[src/rtl/swps_pkg.sv]
`timescale 1ns / 1ps
`default_nettype none
// ----------------------------------------------------------------------------
// swps_pkg: shared types and constants of the sliding window path speed block
// Item layouts, derived widths, divider reciprocal and controller states.
// ----------------------------------------------------------------------------
package swps_pkg;

    localparam int COORD_W   = 24;
    localparam int WINDOW    = 15;
    localparam int RING_LEN  = WINDOW - 1;
    localparam int PTR_W     = (RING_LEN > 1) ? $clog2(RING_LEN) : 1;
    localparam int PS_W      = $clog2(WINDOW + 1);

    localparam int SQ_W      = 2 * COORD_W + 2;
    localparam int ROOT_W    = SQ_W / 2;
    localparam int REM_W     = ROOT_W + 2;
    localparam int ROOT_CW   = $clog2(ROOT_W + 1);

    localparam int SQ_STEPS  = 4;
    localparam int SQ_CW     = $clog2(SQ_STEPS + 1);

    localparam int LEN_BITS  = $clog2(RING_LEN);
    localparam int SUM_W     = ROOT_W + LEN_BITS;
    localparam int DIV_SHIFT = SUM_W + LEN_BITS;
    localparam int RECIP_W   = SUM_W + 1;
    localparam longint unsigned RECIP_FULL =
        ((64'd1 << DIV_SHIFT) + 64'(RING_LEN) - 64'd1) / 64'(RING_LEN);
    localparam logic [RECIP_W-1:0] RECIP = RECIP_W'(RECIP_FULL);

    localparam int MEAN_W    = 25;
    localparam int WNUM_W    = 16;

    typedef struct packed {
        logic signed [COORD_W-1:0] x_coord;
        logic signed [COORD_W-1:0] y_coord;
        logic signed [COORD_W-1:0] z_coord;
        logic                      restart;
    } in_item_t;

    typedef struct packed {
        logic [MEAN_W-1:0] mean_speed;
        logic [WNUM_W-1:0] window_number;
    } out_item_t;

    typedef struct packed {
        logic load;
        logic first;
        logic clear;
        logic update;
    } win_ctrl_t;

    typedef struct packed {
        logic ps_zero;
        logic done;
        logic emit;
    } win_stat_t;

    typedef enum logic [2:0] {
        ST_IDLE,
        ST_SQUARE,
        ST_ROOT,
        ST_AVERAGE,
        ST_EMIT
    } state_t;

endpackage
`default_nettype wire

[src/rtl/swps_sqsum.sv]
`timescale 1ns / 1ps
`default_nettype none
// ----------------------------------------------------------------------------
// swps_sqsum: step vector sum of squares
// Holds the previous point, forms absolute coordinate differences and
// squares them one per cycle through a shared multiplier.
// ----------------------------------------------------------------------------
module swps_sqsum
    import swps_pkg::*;
(
    input  wire logic            aclk,
    input  wire logic            aresetn,
    input  wire logic            load,
    input  wire logic            start,
    input  wire in_item_t        point,
    output logic                 done,
    output logic [SQ_W-1:0]      sq_sum
);

    logic signed [COORD_W-1:0] prev_reg [3];
    logic [COORD_W-1:0]        diff_reg [3];
    logic [COORD_W-1:0]        diff_next [3];
    logic [2*COORD_W-1:0]      prod_reg;
    logic [SQ_W-1:0]           acc_reg;
    logic [SQ_CW-1:0]          cnt_reg;
    logic [SQ_CW-1:0]          cnt_next;
    logic                      done_reg;
    logic                      done_next;
    logic signed [COORD_W-1:0] cur [3];

    function automatic logic [COORD_W-1:0] abs_diff(
        input logic signed [COORD_W-1:0] a,
        input logic signed [COORD_W-1:0] b
    );
        logic signed [COORD_W:0] d;
        logic [COORD_W:0]        m;
        d = {a[COORD_W-1], a} - {b[COORD_W-1], b};
        m = d[COORD_W] ? (~d + 1'b1) : d;
        return m[COORD_W-1:0];
    endfunction

    assign cur[0] = point.x_coord;
    assign cur[1] = point.y_coord;
    assign cur[2] = point.z_coord;

    always_comb begin
        for (int i = 0; i < 3; i++) begin
            diff_next[i] = abs_diff(prev_reg[i], cur[i]);
        end
    end

    always_comb begin
        cnt_next  = cnt_reg;
        done_next = 1'b0;
        if (start) begin
            cnt_next = SQ_CW'(SQ_STEPS);
        end else if (cnt_reg != '0) begin
            cnt_next  = cnt_reg - 1'b1;
            done_next = (cnt_reg == SQ_CW'(1));
        end
    end

    always_ff @(posedge aclk) begin
        if (!aresetn) begin
            cnt_reg  <= '0;
            done_reg <= 1'b0;
        end else begin
            cnt_reg  <= cnt_next;
            done_reg <= done_next;
        end
    end

    always_ff @(posedge aclk) begin
        if (start) begin
            for (int i = 0; i < 3; i++) begin
                diff_reg[i] <= diff_next[i];
            end
            prod_reg <= '0;
            acc_reg  <= '0;
        end else if (cnt_reg != '0) begin
            prod_reg    <= diff_reg[0] * diff_reg[0];
            diff_reg[0] <= diff_reg[1];
            diff_reg[1] <= diff_reg[2];
            diff_reg[2] <= '0;
            acc_reg     <= acc_reg + SQ_W'(prod_reg);
        end
        if (load) begin
            for (int i = 0; i < 3; i++) begin
                prev_reg[i] <= cur[i];
            end
        end
    end

    assign done   = done_reg;
    assign sq_sum = acc_reg;

endmodule
`default_nettype wire

[src/rtl/swps_isqrt.sv]
`timescale 1ns / 1ps
`default_nettype none
// ----------------------------------------------------------------------------
// swps_isqrt: digit serial integer square root
// Shifts the radicand in two bits per cycle and settles one root bit per
// cycle, giving the floored root.
// ----------------------------------------------------------------------------
module swps_isqrt
    import swps_pkg::*;
(
    input  wire logic              aclk,
    input  wire logic              aresetn,
    input  wire logic              start,
    input  wire logic [SQ_W-1:0]   radicand,
    output logic                   done,
    output logic [ROOT_W-1:0]      root
);

    logic [SQ_W-1:0]    rad_reg;
    logic [REM_W-1:0]   rem_reg;
    logic [ROOT_W-1:0]  root_reg;
    logic [ROOT_CW-1:0] cnt_reg;
    logic [ROOT_CW-1:0] cnt_next;
    logic               done_reg;
    logic               done_next;
    logic [REM_W-1:0]   rem_sh;
    logic [REM_W-1:0]   trial;
    logic               fits;

    assign rem_sh = {rem_reg[REM_W-3:0], rad_reg[SQ_W-1 -: 2]};
    assign trial  = {root_reg, 2'b01};
    assign fits   = (rem_sh >= trial);

    always_comb begin
        cnt_next  = cnt_reg;
        done_next = 1'b0;
        if (start) begin
            cnt_next = ROOT_CW'(ROOT_W);
        end else if (cnt_reg != '0) begin
            cnt_next  = cnt_reg - 1'b1;
            done_next = (cnt_reg == ROOT_CW'(1));
        end
    end

    always_ff @(posedge aclk) begin
        if (!aresetn) begin
            cnt_reg  <= '0;
            done_reg <= 1'b0;
        end else begin
            cnt_reg  <= cnt_next;
            done_reg <= done_next;
        end
    end

    always_ff @(posedge aclk) begin
        if (start) begin
            rad_reg  <= radicand;
            rem_reg  <= '0;
            root_reg <= '0;
        end else if (cnt_reg != '0) begin
            rad_reg  <= {rad_reg[SQ_W-3:0], 2'b00};
            rem_reg  <= fits ? (rem_sh - trial) : rem_sh;
            root_reg <= {root_reg[ROOT_W-2:0], fits};
        end
    end

    assign done = done_reg;
    assign root = root_reg;

endmodule
`default_nettype wire

[src/rtl/swps_window.sv]
`timescale 1ns / 1ps
`default_nettype none
// ----------------------------------------------------------------------------
// swps_window: distance ring, running sum and mean
// Keeps the recent step distances with their sum, counts points and
// windows, and divides the sum by the ring length with a reciprocal.
// ----------------------------------------------------------------------------
module swps_window
    import swps_pkg::*;
(
    input  wire logic              aclk,
    input  wire logic              aresetn,
    input  wire win_ctrl_t         ctrl,
    input  wire logic [ROOT_W-1:0] step_dist,
    output win_stat_t              stat,
    output out_item_t              result
);

    logic [ROOT_W-1:0]          ring_reg [RING_LEN];
    logic [PTR_W-1:0]           ptr_reg;
    logic [PTR_W-1:0]           ptr_next;
    logic [SUM_W-1:0]           sum_reg;
    logic [SUM_W-1:0]           sum_next;
    logic [PS_W-1:0]            ps_reg;
    logic [PS_W-1:0]            ps_next;
    logic [WNUM_W-1:0]          wc_reg;
    logic [WNUM_W-1:0]          wc_next;
    logic                       emit_reg;
    logic                       emit_next;
    logic                       mul_vld_reg;
    logic                       done_reg;
    logic [SUM_W+RECIP_W-1:0]   prod_reg;
    logic                       full;
    logic [PS_W-1:0]            ps_inc;
    logic [SUM_W-1:0]           oldest;

    assign full   = (ps_reg == PS_W'(WINDOW));
    assign ps_inc = full ? ps_reg : ps_reg + 1'b1;
    assign oldest = full ? SUM_W'(ring_reg[ptr_reg]) : '0;

    always_comb begin
        ptr_next  = ptr_reg;
        sum_next  = sum_reg;
        ps_next   = ps_reg;
        wc_next   = wc_reg;
        emit_next = emit_reg;
        if (ctrl.load && ctrl.clear) begin
            ptr_next = '0;
            sum_next = '0;
            wc_next  = '0;
        end
        if (ctrl.load && ctrl.first) begin
            ps_next = PS_W'(1);
        end
        if (ctrl.update) begin
            sum_next  = sum_reg - oldest + SUM_W'(step_dist);
            ptr_next  = (ptr_reg == PTR_W'(RING_LEN - 1)) ? '0 : ptr_reg + 1'b1;
            ps_next   = ps_inc;
            emit_next = (ps_inc == PS_W'(WINDOW));
            if (ps_inc == PS_W'(WINDOW)) begin
                wc_next = wc_reg + 1'b1;
            end
        end
    end

    always_ff @(posedge aclk) begin
        if (!aresetn) begin
            ptr_reg     <= '0;
            sum_reg     <= '0;
            ps_reg      <= '0;
            wc_reg      <= '0;
            emit_reg    <= 1'b0;
            mul_vld_reg <= 1'b0;
            done_reg    <= 1'b0;
        end else begin
            ptr_reg     <= ptr_next;
            sum_reg     <= sum_next;
            ps_reg      <= ps_next;
            wc_reg      <= wc_next;
            emit_reg    <= emit_next;
            mul_vld_reg <= ctrl.update;
            done_reg    <= mul_vld_reg;
        end
    end

    always_ff @(posedge aclk) begin
        if (ctrl.update) begin
            ring_reg[ptr_reg] <= step_dist;
        end
        if (mul_vld_reg) begin
            prod_reg <= sum_reg * RECIP;
        end
    end

    assign stat.ps_zero         = (ps_reg == '0);
    assign stat.done            = done_reg;
    assign stat.emit            = emit_reg;
    assign result.mean_speed    = prod_reg[DIV_SHIFT +: MEAN_W];
    assign result.window_number = wc_reg;

endmodule
`default_nettype wire

[src/rtl/sliding_window_path_speed.sv]
`timescale 1ns / 1ps
`default_nettype none
// ----------------------------------------------------------------------------
// sliding_window_path_speed: moving mean of euclidean step distance
// Streams 3d points, takes the distance between consecutive points and
// reports the mean of the recent distances once the window has filled.
//
//   channel   ports                       payload
//   input     s_valid s_ready s_data      in_item_t  (x, y, z, restart)
//   result    m_valid m_ready m_data      out_item_t (mean, window number)
//
// a point that starts a trajectory gives no result, and the next point can
// be taken in the cycle after it; any other point passes through the serial
// squares, the square root (a start and one root bit a cycle), the ring
// update, reciprocal multiply and hand-off, and the load of the result
// register. the next point is taken in the cycle after that load, or in the
// cycle after the average is done when the point gives no result. the root
// iteration sets the rate. reset clears all control state. a stalled result
// holds in the output register while the next point is taken; the block
// waits before loading a new result only while the old one is unaccepted.
// ----------------------------------------------------------------------------
module sliding_window_path_speed
    import swps_pkg::*;
(
    input  wire logic      aclk,
    input  wire logic      aresetn,
    input  wire logic      s_valid,
    output logic           s_ready,
    input  wire in_item_t  s_data,
    output logic           m_valid,
    input  wire logic      m_ready,
    output out_item_t      m_data
);

    state_t            state_reg;
    state_t            state_next;
    logic              accept;
    logic              first;
    logic              sq_start;
    logic              sq_done;
    logic [SQ_W-1:0]   sq_sum;
    logic              root_done;
    logic [ROOT_W-1:0] root;
    win_ctrl_t         win_ctrl;
    win_stat_t         win_stat;
    out_item_t         win_result;
    logic              slot_free;
    logic              out_load;
    logic              m_valid_reg;
    logic              m_valid_next;
    out_item_t         m_data_reg;

    assign accept    = s_valid && s_ready;
    assign first     = s_data.restart || win_stat.ps_zero;
    assign slot_free = !m_valid_reg || m_ready;

    always_comb begin
        state_next = state_reg;
        case (state_reg)
            ST_IDLE: begin
                if (accept && !first) begin
                    state_next = ST_SQUARE;
                end
            end
            ST_SQUARE: begin
                if (sq_done) begin
                    state_next = ST_ROOT;
                end
            end
            ST_ROOT: begin
                if (root_done) begin
                    state_next = ST_AVERAGE;
                end
            end
            ST_AVERAGE: begin
                if (win_stat.done) begin
                    state_next = win_stat.emit ? ST_EMIT : ST_IDLE;
                end
            end
            ST_EMIT: begin
                if (slot_free) begin
                    state_next = ST_IDLE;
                end
            end
            default: begin
                state_next = ST_IDLE;
            end
        endcase
    end

    always_comb begin
        s_ready         = (state_reg == ST_IDLE);
        out_load        = (state_reg == ST_EMIT) && slot_free;
        sq_start        = accept && !first;
        win_ctrl.load   = accept;
        win_ctrl.first  = first;
        win_ctrl.clear  = s_data.restart;
        win_ctrl.update = root_done;
    end

    always_comb begin
        m_valid_next = m_valid_reg;
        if (out_load) begin
            m_valid_next = 1'b1;
        end else if (m_ready) begin
            m_valid_next = 1'b0;
        end
    end

    always_ff @(posedge aclk) begin
        if (!aresetn) begin
            state_reg   <= ST_IDLE;
            m_valid_reg <= 1'b0;
        end else begin
            state_reg   <= state_next;
            m_valid_reg <= m_valid_next;
        end
    end

    always_ff @(posedge aclk) begin
        if (out_load) begin
            m_data_reg <= win_result;
        end
    end

    swps_sqsum u_sqsum (
        .aclk    (aclk),
        .aresetn (aresetn),
        .load    (accept),
        .start   (sq_start),
        .point   (s_data),
        .done    (sq_done),
        .sq_sum  (sq_sum)
    );

    swps_isqrt u_isqrt (
        .aclk     (aclk),
        .aresetn  (aresetn),
        .start    (sq_done),
        .radicand (sq_sum),
        .done     (root_done),
        .root     (root)
    );

    swps_window u_window (
        .aclk      (aclk),
        .aresetn   (aresetn),
        .ctrl      (win_ctrl),
        .step_dist (root),
        .stat      (win_stat),
        .result    (win_result)
    );

    assign m_valid = m_valid_reg;
    assign m_data  = m_data_reg;

    a_root_in_root_state: assert property (@(posedge aclk) disable iff (!aresetn)
        root_done |-> state_reg == ST_ROOT)
        else $error("root finished outside the root phase");

    a_units_exclusive: assert property (@(posedge aclk) disable iff (!aresetn)
        $onehot0({sq_done, root_done, win_stat.done}))
        else $error("two arithmetic units finished together");

    a_emit_needs_history: assert property (@(posedge aclk) disable iff (!aresetn)
        win_stat.done && win_stat.emit |-> !win_stat.ps_zero)
        else $error("result raised with empty history");

    a_load_needs_slot: assert property (@(posedge aclk) disable iff (!aresetn)
        out_load |-> !m_valid_reg || m_ready)
        else $error("result register overwritten before accept");

endmodule
`default_nettype wire

[config.mk]
export PLATFORM = sky130hd
export DESIGN_NAME = sliding_window_path_speed
export DESIGN_NICKNAME = d
export VERILOG_FILES = /design/src/rtl/swps_pkg.sv /design/src/rtl/swps_sqsum.sv /design/src/rtl/swps_isqrt.sv /design/src/rtl/swps_window.sv /design/src/rtl/sliding_window_path_speed.sv
export SDC_FILE = /design/constraint.sdc
export NUM_CORES = 2
export LEC_CHECK = 0
export BUFFER_PORTS_ARGS = -buffer_cell sky130_fd_sc_hd__buf_2
export CAP_MARGIN = 10
export CORE_ASPECT_RATIO = 0.7
export CORE_MARGIN = 4
export CORE_UTILIZATION = 35
export DETAILED_ROUTE_END_ITERATION = 10
export GPL_ROUTABILITY_DRIVEN = 0
export PLACE_DENSITY = 0.51
export RECOVER_POWER = 25
export SLEW_MARGIN = 25
export SYNTH_ARGS = -nofsm -noshare
export SYNTH_HDL_FRONTEND = slang
export SYNTH_HIERARCHICAL = 1
export SYNTH_SLANG_ARGS = --single-unit
[constraint.sdc]
create_clock -name aclk -period 19.9 [get_ports aclk]
set_input_delay 0.995 -clock aclk [delete_from_list [all_inputs] [get_ports aclk]]
set_output_delay 0.995 -clock aclk [all_outputs]
set_load 0.05 [all_outputs]
# ---- Yosys cells after proc, flatten, opt, wreduce, memory -nomap -nowiden
# Memory sizes are Yosys's and may differ from the RTL's. A register that Yosys moved wholly into a read port is not among the register bits.
# Index checks and enable logic that the tools add are counted.
dict set report totals {
  regBits 367
  ram_bits 494
  input_bits 77
  output_inout_bits 43
  word_cells 135
  mem_count 3
}
# memory words width rd rd_ports_with_merged_regs wr line
set memory_table {}
lappend memory_table {u_window.ring_reg 14 25 1 1 1 swps_window.sv:19} ;# logic [ROOT_W-1:0] ring_reg [RING_LEN];
lappend memory_table {u_sqsum.diff_reg 3 24 3 0 3 swps_sqsum.sv:21} ;# logic [COORD_W-1:0] diff_reg [3];
lappend memory_table {u_sqsum.prev_reg 3 24 3 0 3 swps_sqsum.sv:20} ;# logic signed [COORD_W-1:0] prev_reg [3];
dict set report classes {
  n_addsub 15
  n_mul 2
  order_cmp 1
  eq_ne 14
  mux 45
  n_bitwise 9
  reduce_logical 23
}
# op count
set op_table {}
lappend op_table {{two-way mux 24 bit} 6}
lappend op_table {{two-way mux 50 bit} 2}
lappend op_table {{subtractor 24 x 24 -> 25 bit} 3}
lappend op_table {{adder 24 x 1 -> 24 bit (second input constant)} 3}
lappend op_table {{NOT 24 bit} 3}
lappend op_table {{multiplier 29 x 30 -> 58 bit (second input constant)} 1}
lappend op_table {{two-way mux 29 bit} 2}
lappend op_table {{adder 50 x 48 -> 50 bit} 1}
lappend op_table {{two-way mux 25 bit} 2}
lappend op_table {{multiplier 24 x 24 -> 48 bit} 1}
lappend op_table {{two-way mux 16 bit} 3}
lappend op_table {{two-way mux 4 bit} 8}
lappend op_table {{adder 29 x 25 -> 29 bit} 1}
lappend op_table {{subtractor 29 bit} 1}
lappend op_table {{>= comparator 27 bit} 1}
lappend op_table {{subtractor 25 bit} 1}
lappend op_table {{two-way mux 3 bit} 8}
lappend op_table {{adder 16 x 1 -> 16 bit (second input constant)} 1}
lappend op_table {{one-hot mux 3 bit (5 select lines)} 1}
lappend op_table {{== test 4 bit (second input constant)} 3}
lappend op_table {{two-way mux 1 bit} 11}
lappend op_table {{two-way mux 5 bit} 2}
lappend op_table {{nonzero test 2 bit} 5}
lappend op_table {{adder 4 x 1 -> 4 bit (second input constant)} 2}
lappend op_table {{other kinds (20)} 37}

# ---- Longest topological paths before layout
dict set report depth {
  ltp_word 7
  ltp_mapped 28
  depth_no_buf 26
}

# ---- Modules after synthesis
# Netlist, hierarchy kept.
# mod n_inst cells_each area_each_um2 seq_area_each_um2
set modules_own_cells {}
lappend modules_own_cells {swps_sqsum 1 3731 33238.1 6346.1}
lappend modules_own_cells {swps_window 1 2064 27641.5 12462.0}
lappend modules_own_cells {swps_isqrt 1 583 5726.7 2622.5}
lappend modules_own_cells {sliding_window_path_speed 1 71 1496.4 1311.3}

# ---- Least setup slack after synthesis
# Ideal clock, no wire load.
dict set report synth_path {
  path_kind {flip-flop to flip-flop}
  start {mem u_sqsum.diff_reg[0][3]}
  end {reg u_sqsum.prod_reg[43]}
  setup_time_ns 0.130
  t_arrival_ns 6.774
  required_time_ns 19.770
  setup_slack_ns 12.996
  stages_incl_launch_ff 27
  path_buffers 2
  period_less_slack_ns 6.904
  cell_sequence {edfxtp_1 > clkbuf_1 > nand2_1 > fa_1 > inv_1 > fa_1 > inv_1 > fa_1 > fa_1 > inv_1 > fa_1 > fa_1 > inv_1 > fa_1 > inv_1 > ha_1 > clkbuf_1 > a21oi_1 > o21ai_0 > a22oi_1 > nand3_1 > or3_1 > a21oi_1 > o21ai_0 > a21boi_0 > xor2_1 > o21ai_0}
}
# element line
set synth_lines {}
lappend synth_lines {{from (decl)} swps_sqsum.sv:21}
lappend synth_lines {{to (signal assigned)} swps_sqsum.sv:81} ;# prod_reg <= diff_reg[0] * diff_reg[0];
lappend synth_lines {{to (decl)} swps_sqsum.sv:23} ;# logic [2*COORD_W-1:0] prod_reg;

==> impl_metrics.json <==
{
  "fmax_mhz": 120.9,
  "synth_edf_count": 610,
  "cts_tree": "done",
  "synthMuxAreaShare": 0.04911,
  "fin_skew_ns": 0.04503,
  "critPathKind": "reg -> reg",
  "numCtsBuffers": 93,
  "fin_crit_ns": 8.274,
  "gr-total-overflow": 0,
  "drt-vias-per-instance": 5.051,
  "area_delta_synth_final_pct": 10.03,
  "die_x_um": 535.2,
  "num_rows": 135,
  "via_count": 46515,
  "dr.pass1.iters": 6,
  "required_ns": 20.46,
  "maxCapViolations": 2,
  "syn-num-nets": 7770,
  "cts_buffer_depth": 3,
  "io_pins": 120,
  "clkTransAtPathRegs_ns": 0.07,
  "hold_slack_ns": 0.4140,
  "track_usage": 0.1689,
  "crit_path_max_incr_delay_ns": 1.00,
  "synth_cell_types": 107,
  "hp-class": "reg -> reg",
  "violations": "max-capacitance violations, max-slew violations",
  "setup_viol": 0,
  "synth_area_um2": 68100,
  "ys_seq_elements": 831,
  "synth_fa_ha_area_frac": 0.2965,
  "synth_ff_type": "edfxtp_1",
  "placeableCoreArea_um2": 193400,
  "ctsHoldBuffers": 0,
  "grt_pass1_vias": 45862,
  "post-route-period-util": 0.4158,
  "synthSimpleGateAreaFrac": 0.1022,
  "clk_latency_ns": 0.71,
  "place_inst": 9031,
  "start_util": 0.3521,
  "crit_family": "adder cells",
  "nNetsFinal": 7846,
  "antenna_found_initial": 6,
  "final_util": 0.3875,
  "status": "finished, violations left",
  "yosysWarnings": 6,
  "final_hold_viol_count": 0,
  "synth_top_family_by_area": "adder cells",
  "cp_num_buf_inv": 6,
  "largest_register_ffs": 350,
  "routed_wl_um": 171500,
  "cts_setup_buffers": 0,
  "dp_hpwl_um": 129200,
  "critPathMaxFanout": 23,
  "drt-initial-drc-count": 3116,
  "cp.arrival_ns": 8.83,
  "drc": 0,
  "syn_area_per_cell_um2": 10.56,
  "crit_top_cell": "fa_1",
  "slew_viol_final": 56,
  "synth_compound_area_frac": 0.1078,
  "crit_path_end_kind": "flip-flop",
  "setup_tns_ns": 0,
  "worst_slew_pin_slew_ns": 2.119,
  "drive_gt1_frac": 0.08540,
  "startpoint_type": "flip-flop",
  "portBuffers": 119,
  "synth_cells": 6449,
  "slew_headroom": -0.4126,
  "rsz0062_at_grt": "no",
  "dieArea_um2": 201800,
  "synth-xor-area-share": 0.03726,
  "crit_chain": "inv_1 > fa_1 > inv_1 > fa_1 > inv_1 > fa_1 > fa_1 > fa_1 > inv_1 > fa_1 > inv_1 > fa_1 > inv_1 > ha_1 > a21oi_1 > o21ai_0 > a22oi_1 > nand3_1 > or3_1 > a21oi_1 > o21ai_0 > a21boi_0 > xor2_1 > o21ai_0",
  "cts_max_level": 3,
  "antenna_left": 0,
  "slowest_stage": "edfxtp_1",
  "final_cells": 9209,
  "clock_sinks": 831,
  "cts_root_buf": "clkbuf_16",
  "ys_seq_area_frac": 0.3339,
  "cts_resized": 0,
  "synthArstFlopShare": 0,
  "detail_route.wl_per_cell_um": 18.63,
  "grt_pass1_wl_um": 269700,
  "die_h_um": 377.1,
  "grt_max_degree": 84
}
==> layout by cell type (no fill, tap or decap), types with 59 or more instances in the layout <==
master        n
fa_1        616
xor2_1      129
inv_1      1100
nand3_1      77
dfxtp_1     217
mux4_2      100
buf_4        59
mux2_2       77
a21oi_1     358
and2_1      151
edfxtp_1    610
xnor2_1     157
nor3_1       66
o21ai_0     211
ha_1        628
clkbuf_16    93
nor2b_1      60
a21o_1      147
clkbuf_1     79
buf_2        64
nor2_1      283
nand2_1     534
==> cell families after synthesis <==
group / Yosys count
compound gates: 1137
xor+xnor: 288
fa+ha+maj: 1244
buf+inv: 1315
flops: 831
mux: 199
simple gates: 1435
==> layer usage <==
layer / share of wire / wire, um / GRT usage
met4: 0.012 / 2098 / 0.02524
met5: 0 / 0 / 0
met1: 0.53 / 91600 / 0.2786
met3: 0.066 / 11260 / 0.03409
met2: 0.39 / 66590 / 0.2255
==> stage by stage <==
stage	cell area [um2]	worst slack (ns)
finish	74940	11.63
global route	74930	11.18
CTS	75000	11.72
detailed placement	71780	11.75
global placement	71750	11.62
floorplan	68100	13.00
==> worst paths after layout <==
kind | from | end | slack (ns) | cells past startpoint
hold / removal | u_window/prod_reg[35] | m_data[18] | 0.41 | 0
hold reg to reg | u_window/prod_reg[35] | m_data[18] | 0.41 | 0
setup reg to reg | u_sqsum/diff_reg[0][8] | u_sqsum/prod_reg[43] | 11.63 | 24
setup / recovery | u_sqsum/diff_reg[0][8] | u_sqsum/prod_reg[43] | 11.63 | 24
==> cells in the mapped netlist, drive strengths merged, types with 24 or more instances <==
master / count / share of area
o21ai: 233 / 0.017
a21oi: 360 / 0.027
mux2: 78 / 0.013
nor2b: 61 / 0.0056
a211oi: 54 / 0.0061
nand3: 80 / 0.0061
clkbuf: 175 / 0.0096
o21a: 41 / 0.0045
nor2: 289 / 0.016
nand2b: 35 / 0.0032
nand2: 535 / 0.029
mux4: 100 / 0.033
fa: 616 / 0.18
inv: 1104 / 0.061
and2: 154 / 0.014
or3: 24 / 0.0024
o21bai: 32 / 0.0035
nand4: 46 / 0.0042
xor2: 129 / 0.017
ha: 628 / 0.12
edfxtp: 610 / 0.27
a31oi: 47 / 0.0043
buf: 36 / 0.0027
a21o: 147 / 0.016
dfxtp: 221 / 0.065
xnor2: 159 / 0.021
nor3: 77 / 0.0059
and3: 30 / 0.0028
==> cell type report <==
type / count / area [um2]
well taps: 2603 / 3257
diodes: 2 / 5.005
clock buffers: 109 / 2397
inverters: 1104 / 4146
multi-input cells: 4303 / 40490
fillers: 19028 / 118500
clock inverters: 65 / 819.5
flip-flops and latches: 831 / 22750
repair buffers: 192 / 1071
Power is left out: the tool's default activity adds up to more than one toggle a clock period on the data nets, which glitch-free logic cannot reach.
